## config.mk

```make
export PLATFORM = sky130hd
export DESIGN_NAME = wkws_ram
export DESIGN_NICKNAME = d
export VERILOG_FILES = /design/src/hdl/width_limited_kahn_wavefront_scheduler_defines.svh /design/src/hdl/wkws_ram.sv
export SDC_FILE = /design/constraint.sdc
export NUM_CORES = 1
export LEC_CHECK = 0
export BUFFER_PORTS_ARGS = -buffer_cell sky130_fd_sc_hd__buf_4
export CELL_PAD_IN_SITES_DETAIL_PLACEMENT = 1
export CELL_PAD_IN_SITES_GLOBAL_PLACEMENT = 1
export CORE_ASPECT_RATIO = 0.6
export CORE_UTILIZATION = 35
export DETAILED_ROUTE_END_ITERATION = 12
export PLACE_DENSITY_LB_ADDON = 0.1
export SYNTH_ARGS = -nofsm -noshare
export SYNTH_HDL_FRONTEND = slang
export SYNTH_SLANG_ARGS = --single-unit
```

## constraint.sdc

```tcl
create_clock -name clock -period 2.09 [get_ports clock]
set_input_delay 0.418 -clock clock [delete_from_list [all_inputs] [get_ports clock]]
set_output_delay 0.418 -clock clock [all_outputs]
set_load 0.01 [all_outputs]
```

## src/hdl/width_limited_kahn_wavefront_scheduler_defines.svh

```systemverilog
// Assertion macros for the wavefront scheduler.
// Used by the top level only; expects clock and reset in scope.
`ifndef WIDTH_LIMITED_KAHN_WAVEFRONT_SCHEDULER_DEFINES_SVH
`define WIDTH_LIMITED_KAHN_WAVEFRONT_SCHEDULER_DEFINES_SVH

// same-cycle implication
`define WKWS_ASSERT_NOW(lbl, ante, cons, msg) \
   lbl: assert property (@(posedge clock) disable iff (reset) (ante) |-> (cons)) \
      else $error(msg);

// next-cycle implication
`define WKWS_ASSERT_NEXT(lbl, ante, cons, msg) \
   lbl: assert property (@(posedge clock) disable iff (reset) (ante) |=> (cons)) \
      else $error(msg);

`endif

```

## src/hdl/wkws_ram.sv

```systemverilog
// Generic simple dual-port RAM: one write port, one read port, registered read.
// No dependencies.
`timescale 1ns / 1ps
`default_nettype none
module wkws_ram #(
   parameter int WIDTH = 8,
   parameter int DEPTH = 16,
   localparam int AW = (DEPTH > 1) ? $clog2(DEPTH) : 1
) (
   input  wire logic             clock,
   input  wire logic             we,
   input  wire logic [AW-1:0]    waddr,
   input  wire logic [WIDTH-1:0] wdata,
   input  wire logic             re,
   input  wire logic [AW-1:0]    raddr,
   output logic      [WIDTH-1:0] rdata
);

   logic [WIDTH-1:0] mem [DEPTH];

   always_ff @(posedge clock) begin
      if (we) begin
         mem[waddr] <= wdata;
      end
   end

   always_ff @(posedge clock) begin
      if (re) begin
         rdata <= mem[raddr];
      end
   end

endmodule
`default_nettype wire

```

==> impl_metrics.tcl, run 1 <==
set metrics [dict create \
    cp-start-kind "input port" \
    grtUsageTotal 0.1654 \
    synth-edff-count 136 \
    final_antenna_net_count 0 \
    grt_pass1_vias 2691 \
    synth_top_cell_area_share 0.7812 \
    drive_gt1_frac 0.3244 \
    yosysUniqueCellTypes 18 \
    worstPathRequired_ps 2250 \
    synth-seq-cells 136 \
    slew_headroom 0.4411 \
    async_reset_ff_frac 0 \
    vias 2486 \
    antenna_found_initial 0 \
    die_height_um 96.67 \
    post_cts_buffers 0 \
    synth-compound-area-share 0.02298 \
    io_pins 27 \
    hold_path_class "in2reg" \
    grt_max_degree 21 \
    endpoint_kind "flop" \
    status "completed" \
    io_buffers 26 \
    cts_sinks 136 \
    synthTopCellsByArea "edfxtp_1 (78%), mux4_2 (7.8%), mux4_1 (7.0%)" \
    rows 34 \
    syn_avg_cell_area_sq_um 22.83 \
    post-synth-top-count-cell "edfxtp_1" \
    synthSimpleGateAreaFrac 0.03135 \
    report.final.slew_viol_count 0 \
    grt_pass1_wl_um 17670 \
    yosys_warnings 0 \
    tns_ps 0 \
    swShare 0.2075 \
    p_comb_frac 0.050 \
    yosys.area.top_type "edfxtp_1" \
    reg2reg_from "mem[9][4]" \
    synth_top_family_by_area "multiplexers" \
    syn2layout_area_growth_pct 21.61 \
    finClkSkew_ps 9.135 \
    crit_chain "buf_4 -> buf_12 -> mux4_1 -> a22oi_1 -> nand2_1" \
    ctsHoldBuffers 0 \
    initial_utilization 0.3593 \
    muxShareOfSynthArea 0.1479 \
    dp_slack_ps -6.094 \
    cp_max_fo 11 \
    synthCells 229 \
    core-area_sq_mm 0.01455 \
    synth_xor_area_frac 0 \
    crit_start "raddr[0]" \
    root_buffer "clkbuf_16" \
    synth_adder_area_share 0 \
    slowest_stage "mux4_1" \
    cts_resized 0 \
    dieWidth_um 159.8 \
    rsz0062_at_grt "false" \
    sequentialPowerShare 0.494 \
    clock_latency_ps 420 \
    synthFlopType "edfxtp_1" \
    setup_viol 0 \
    switchingPower_uw 1299 \
    routed_wl_um 11780 \
    critPathTopFamily "multiplexers" \
    drc 0 \
    period_share 0.7816 \
    fmax_ghz 0.6122 \
    antenna_cells_inserted 0 \
    hold_viol 0 \
    via_per_inst 5.002 \
    setup_ws_ps 456.4 \
    worstSetupPathType "in2reg" \
    pwr_density_cell_mw_per_mm2 984.8 \
    clkTransAtPathRegs_ps 60 \
    max_stage_delay_ps 590 \
    path_buf_inv 2 \
    routabilityCongestion 0.6794 \
    p_leak_uw 0.002138 \
    synth_common_cells "edfxtp_1 (136), mux4_2 (18), a22oi_1 (16)" \
    clockPowerShare 0.455 \
    fin_util 0.4370 \
    grt-ovfl-total 0 \
    cts-buffers-inserted 17 \
    hold_start "wdata[7]" \
    routedWlPerCell_um 23.69 \
    worst_pin_slew_ps 836.7 \
    yosysSeqAreaShare 0.7812 \
    h-tree-depth 4 \
    hpwl_um 7759 \
    worstPathArrival_ps 1790 \
    cts_tree "done" \
    cts_max_path_buffers 2 \
    drtIter0Drc 184 \
    synth_fp_nets 248 \
    dieArea_sq_mm 0.01544 \
    synth_area_sq_mm 0.005228 \
    internal-power_uw 4962 \
    post-route-min-period_ps 1634 \
    placed_cell_area_sq_mm 0.005794 \
    ir_worst_vdd_uv 447.1 \
    fin_hold_ws_ps 318.1 \
    dr.pass1.iters 4 \
    final_nets 306 \
    maxCapViolCount 0 \
    final.fill_count 1378 \
    stdcell_area_sq_mm 0.006357 \
]
## cells by family (layout without fill, tap and decap cells)
family                 after synthesis  count (layout)
multiplexers                        32              32
AO/OA/AOI/OAI                       16              16
flip-flops                         136             136
AND/OR/NAND/NOR                     35              35
buffers and inverters               10              80
## placed cells by master, fill, tap and decap left out, drive strengths merged
cell      count
edfxtp      136
or3b          1
nor2b         1
and2b         1
a22oi        16
bufinv        2
and2          1
nor3          4
clkinv        8
nand3         1
nand2         9
nand2b        2
mux4         32
clkinvlp      2
clkbuf       19
nor2         13
nand3b        2
buf          49
## worst register-to-register path: cells and delay by family, from the launching register on
family	cells	cell delay, ps
multiplexers	1	550
AO/OA/AOI/OAI	1	290
AND/OR/NAND/NOR	1	80
flip-flops	1	360
## final cells by class
type,count,area (sq um),share of cell area
flip-flops and latches,136,4084,0.6424
clock buffers,19,432.9,0.06810
repair buffers,49,405.4,0.06377
clock inverters,12,130.1,0.02047
well taps,198,247.7,0.03897
multi-input cells,83,1057,0.1663
## sequential cells by signal (all words and copies together) (netlist names)
| signal | cells |
|---|---|
| rdata | 8 |
| mem | 128 |
## routing by layer
metal / GRT usage / vias up / part of all wire
li1: - / 1096 / -
met1: 0.2464 / 1322 / 0.51
met2: 0.2331 / 53 / 0.43
met3: 0.04074 / 15 / 0.049
met4: 0.06374 / 0 / 0.012
met5: 0 / - / 0
## path summary, 6_finish.rpt
| check | end | slack, ps | cells after the start |
|---|---|---|---|
| setup / recovery | rdata[4] | 460 | 5 |
| setup reg to reg | rdata[4] | 550 | 3 |
| hold reg to reg | rdata[2] | 760 | 3 |
| hold / removal | mem[5][7] | 320 | 1 |
## power groups by stage
stage | logic, uW | registers [uW] | clock network (uW)
finish | 316 | 3090 | 2850
global route | 344 | 3100 | 3010
CTS | 326 | 3090 | 2920
detailed placement | 324 | 3150 | 0
global placement | 320 | 3150 | 0
floorplan | 155 | 3150 | 0
## metrics by stage
stage,std cells,total power [uW]
after floorplan,229,3303
after global placement,466,3471
after detailed placement,466,3475
after CTS,497,6345
after global routing,497,6449
final,497,6261
Note: power is estimated with default switching activity, not from simulation.
==> run 2, diff against run 1 <==
==> constraint.sdc (replaced) <==
create_clock -name clock -period 1.5 [get_ports clock]
set_input_delay 0.3 -clock clock [delete_from_list [all_inputs] [get_ports clock]]
set_output_delay 0.3 -clock clock [all_outputs]
set_load 0.01 [all_outputs]
==> impl_metrics.tcl, run 2 (synthesis results as in run 1) <==
set metrics [dict create \
    worstSetupPathType "reg2reg" \
    cp_max_fo 1 \
    clock_latency_ps 420 \
    hold_viol 0 \
    largest_register_ff_count 128 \
    hpwl_um 8005 \
    drtIter0Drc 207 \
    rows 34 \
    dieArea_sq_mm 0.01544 \
    grtUsageTotal 0.1746 \
    hold_path_class "in2reg" \
    maxCapViolCount 0 \
    reg2reg_from "mem[14][5]" \
    routed_wl_um 12240 \
    period_share 0.9752 \
    cts_sinks 136 \
    core-area_sq_mm 0.01455 \
    syn2layout_area_growth_pct 23.07 \
    worstPathArrival_ps 1620 \
    p_leak_uw 0.002136 \
    via_per_inst 4.964 \
    finClkSkew_ps 5.851 \
    report.final.slew_viol_count 0 \
    r2r_cells 3 \
    die_height_um 96.67 \
    initial_utilization 0.3593 \
    vias 2497 \
    cts_tree "done" \
    root_buffer "clkbuf_16" \
    clkTransAtPathRegs_ps 60 \
    grt-ovfl-total 0 \
    cts-buffers-inserted 17 \
    cts_max_path_buffers 2 \
    post_cts_buffers 0 \
    mostFrequentLayoutCells "edfxtp_1 (136), buf_4 (49), mux4_2 (31)" \
    fmax_ghz 0.6836 \
    drc 0 \
    hold_start "re" \
    antenna_found_initial 0 \
    max_stage_delay_ps 530 \
    h-tree-depth 4 \
    worst_pin_slew_ps 717.0 \
    layout_commonest_cell "edfxtp_1" \
    io_buffers 26 \
    grt_pass1_wl_um 18330 \
    io_pins 27 \
    grt_pass1_vias 2666 \
    top_register "mem" \
    slowest_stage "mux4_2" \
    drive_gt1_frac 0.3836 \
    holdPathEnd "rdata[1]" \
    antenna_cells_inserted 0 \
    reg_top3 "mem x128, rdata x8" \
    setup_viol 0 \
    fin_util 0.4422 \
    routabilityCongestion 0.6998 \
    worstPathRequired_ps 1660 \
    ctsHoldBuffers 0 \
    cp-start-kind "flop" \
    routedWlPerCell_um 24.33 \
    ir_worst_vdd_uv 575.8 \
    place_inst 471 \
    hold_depth 1 \
    endpoint_kind "flop" \
    pwr_density_cell_mw_per_mm2 1420 \
    post-route-min-period_ps 1463 \
    crit_chain "mux4_2 -> a22oi_1 -> nand2_1" \
    status "completed" \
    final_nets 311 \
    rsz0062_at_grt "false" \
    grt_max_degree 19 \
    r2r_end "rdata[5]" \
    regToRegSetupSlack_ps 40 \
    slew_headroom 0.5210 \
    dieWidth_um 159.8 \
    finalNonFillerCells 503 \
    dr.pass1.iters 4 \
    final_antenna_net_count 0 \
]
==> run 2: cell count changes in the layout (fill, tap and decap cells not counted), moves of 3 or more <==
cell      previous run  this run
mux4_1              14         1
buf_4               46        49
clkinv_4             4         1
mux4_2              18        31
==> run 2: per-layer routing <==
layer	part of all wire	wire length, um	global-route usage
met1	0.53	6523	0.2740
met2	0.42	5199	0.2335
met3	0.030	370	0.04202
met4	0.012	146	0.06227
met5	0	0	0
==> run 2: worst max-delay path by stage <==
stage	from	end	slack, ps	depth (start not counted)
5_1_grt	mem[15][4]	rdata[4]	8	3
3_3_place_gp	raddr[0]	rdata[7]	-310	5
2_1_floorplan	waddr[2]	mem[3][0]	-70	2
3_5_place_dp	raddr[0]	rdata[7]	-320	5
6_report	mem[14][5]	rdata[5]	40	3
4_1_cts	mem[15][4]	rdata[4]	10	3
==> run 2: where the power goes <==
part	switching [uW]	internal (uW)	leakage (uW)	total, uW
sequential	23.8	4280	0.00124	4310
clock	1570	2770	0.000288	4340
combinational	271	221	0.000611	493
total	1860	7270	0.00214	9140
==> run 2: cell type report <==
| cell class | count | area, sq um |
|---|---|---|
| Fill cell | 1375 | 8115 |
| Sequential cell | 136 | 4084 |
| Multi-Input combinational cell | 83 | 1023 |
| Timing Repair Buffer | 54 | 467.9 |
| Clock buffer | 19 | 432.9 |
| Tap cell | 198 | 247.7 |
| Clock inverter | 13 | 177.7 |
==> run 2: what timing repair did <==
action                     CTS  global route
hold endpoints to repair     0             0
setup endpoints to repair    0             1
resized for setup            0             2
==> run 2: critical path: cells and delay by family (launching register included) <==
family / cells / cell delay (ps)
flip-flops: 1 / 390
AND/OR/NAND/NOR: 1 / 100
multiplexers: 1 / 530
AO/OA/AOI/OAI: 1 / 190
==> run 2: stage by stage <==
step / power (uW) / hold slack [ps] / cell area, sq um / setup slack, ps / TNS [ps]
floorplan: 4623 / 398.9 / 5218 / -66.15 / -1985
global placement: 4878 / 607.1 / 5813 / -306.0 / -5480
detailed placement: 4888 / 606.5 / 5813 / -324.1 / -5871
CTS: 9250 / 167.2 / 6424 / 12.39 / 0
global route: 9427 / 179.6 / 6434 / 8.362 / 0
finish: 9136 / 184.7 / 6434 / 37.13 / 0
==> run 3, diff against run 2 <==
--- a/config.mk
+++ b/config.mk
@@ -5,7 +5,7 @@
 export SDC_FILE = /design/constraint.sdc
 export NUM_CORES = 1
 export LEC_CHECK = 0
-export BUFFER_PORTS_ARGS = -buffer_cell sky130_fd_sc_hd__buf_4
+export BUFFER_PORTS_ARGS = -buffer_cell sky130_fd_sc_hd__buf_2
 export CELL_PAD_IN_SITES_DETAIL_PLACEMENT = 1
 export CELL_PAD_IN_SITES_GLOBAL_PLACEMENT = 1
 export CORE_ASPECT_RATIO = 0.6
==> impl_metrics.tcl, run 3 (synthesis results as in run 1) <==
set metrics [dict create \
    final_antenna_net_count 0 \
    vias 2495 \
    switchingPower_uw 1855 \
    place_inst 471 \
    grt_pass1_wl_um 18340 \
    dieWidth_um 159.8 \
    core-area_sq_mm 0.01455 \
    routedWlPerCell_um 24.34 \
    fmax_ghz 0.6825 \
    initial_utilization 0.3593 \
    swShare 0.2038 \
    worstPathRequired_ps 1660 \
    p_total_uw 9104 \
    grt_max_degree 17 \
    finClkSkew_ps 7.716 \
    routed_wl_um 12220 \
    endpoint_kind "flop" \
    placed_cell_area_sq_mm 0.005748 \
    rows 34 \
    crit_chain "mux4_2 -> a22oi_2 -> nand2_1" \
    p_comb_frac 0.052 \
    clkTransAtPathRegs_ps 60 \
    antenna_found_initial 0 \
    dr_wl_met3_um 685 \
    grt-ovfl-total 0 \
    die_height_um 96.67 \
    io_pins 27 \
    period_share 0.9768 \
    rsz0062_at_grt "false" \
    pwr_density_cell_mw_per_mm2 1424 \
    reg_top3 "mem x128, rdata x8" \
    dieArea_sq_mm 0.01544 \
    slew_headroom 0.3166 \
    met2_length_um 5191 \
    max_stage_delay_ps 550 \
    ir_worst_vdd_uv 697.7 \
    clock_latency_ps 410 \
    syn2layout_area_growth_pct 22.31 \
    internal-power_uw 7249 \
    fin_util 0.4395 \
    via_per_inst 4.970 \
    hpwl_um 8190 \
    cts_max_path_buffers 2 \
    grtUsageTotal 0.1726 \
    grt_pass1_vias 2667 \
    drtIter0Drc 222 \
    finalNonFillerCells 502 \
    dr.pass1.iters 5 \
    drive_gt1_frac 0.4013 \
    cp_max_fo 1 \
    cts-buffers-inserted 17 \
    drc 0 \
    cp-start-kind "flop" \
    sequentialPowerShare 0.473 \
    setup_viol 0 \
    slowest_stage "mux4_2" \
    worstPathArrival_ps 1630 \
    final_nets 311 \
    ctsHoldBuffers 0 \
    report.final.slew_viol_count 0 \
    maxCapViolCount 0 \
    largest_register_ff_count 128 \
    worstSetupPathType "reg2reg" \
    stdcell_area_sq_mm 0.006394 \
    post-route-min-period_ps 1465 \
    p_leak_uw 0.002113 \
    status "completed" \
    root_buffer "clkbuf_16" \
    cts_tree "done" \
    io_buffers 26 \
    layout_commonest_cell "edfxtp_1" \
    clockPowerShare 0.475 \
    hold_path_class "in2reg" \
    worst_pin_slew_ps 1023 \
    antenna_cells_inserted 0 \
    cts_sinks 136 \
    highest_layer "met4" \
    mostFrequentLayoutCells "edfxtp_1 (136), mux4_2 (31), buf_2 (26)" \
    top_register "mem" \
    h-tree-depth 4 \
    routabilityCongestion 0.7671 \
    hold_viol 0 \
    wl_met1_um 6215 \
]
## run 3: path summary, 6_finish.rpt
kind	start	cells past startpoint	end	slack, ps
max	mem[15][2]	3	rdata[2]	30
min	re	1	rdata[7]	270
max reg2reg	mem[15][2]	3	rdata[2]	30
min reg2reg	mem[12][5]	3	rdata[5]	770
## run 3: cell type report
type / instances / area, sq um
fillers: 1390 / 8155
flip-flops and latches: 136 / 4084
clock inverters: 12 / 177.7
well taps: 198 / 247.7
clock buffers: 19 / 432.9
multi-input cells: 83 / 1049
repair buffers: 54 / 402.9
## run 3: critical path, delay by kind of cell, from the launching register on
family	cells	cell delay, ps
DFF	1	390
AOI/OAI and AO/OA	1	200
and+or+nand+nor	1	70
muxes	1	550
## run 3: layer usage
layer  GRT usage  vias to the layer above
met2      0.2294                       62
li1            -                     1093
met1      0.2674                     1328
met4     0.05934                        0
met5           0                        -
met3     0.05017                       12
## run 3: stage by stage
stage,setup slack [ps],hold WS [ps],TNS [ps]
final,34.84,269.7,0
after global routing,0.9973,256.6,0
after CTS,2.036,248.7,0
after detailed placement,-370.4,690.1,-5126
after global placement,-353.0,686.8,-5009
after floorplan,-66.15,398.9,-1985
## run 3: timing repair
item | CTS | global route
setup buffers | 0 | 0
setup endpoints to repair | 2 | 5
resized for setup | 2 | 5
## run 3: power by group through the flow
stage          combinational [uW]  clock (uW)  sequential (uW)
6_report                      473        4320             4310
5_1_grt                       516        4560             4310
4_1_cts                       479        4430             4310
3_5_place_dp                  474           0             4390
3_3_place_gp                  467           0             4390
2_1_floorplan                 235           0             4390
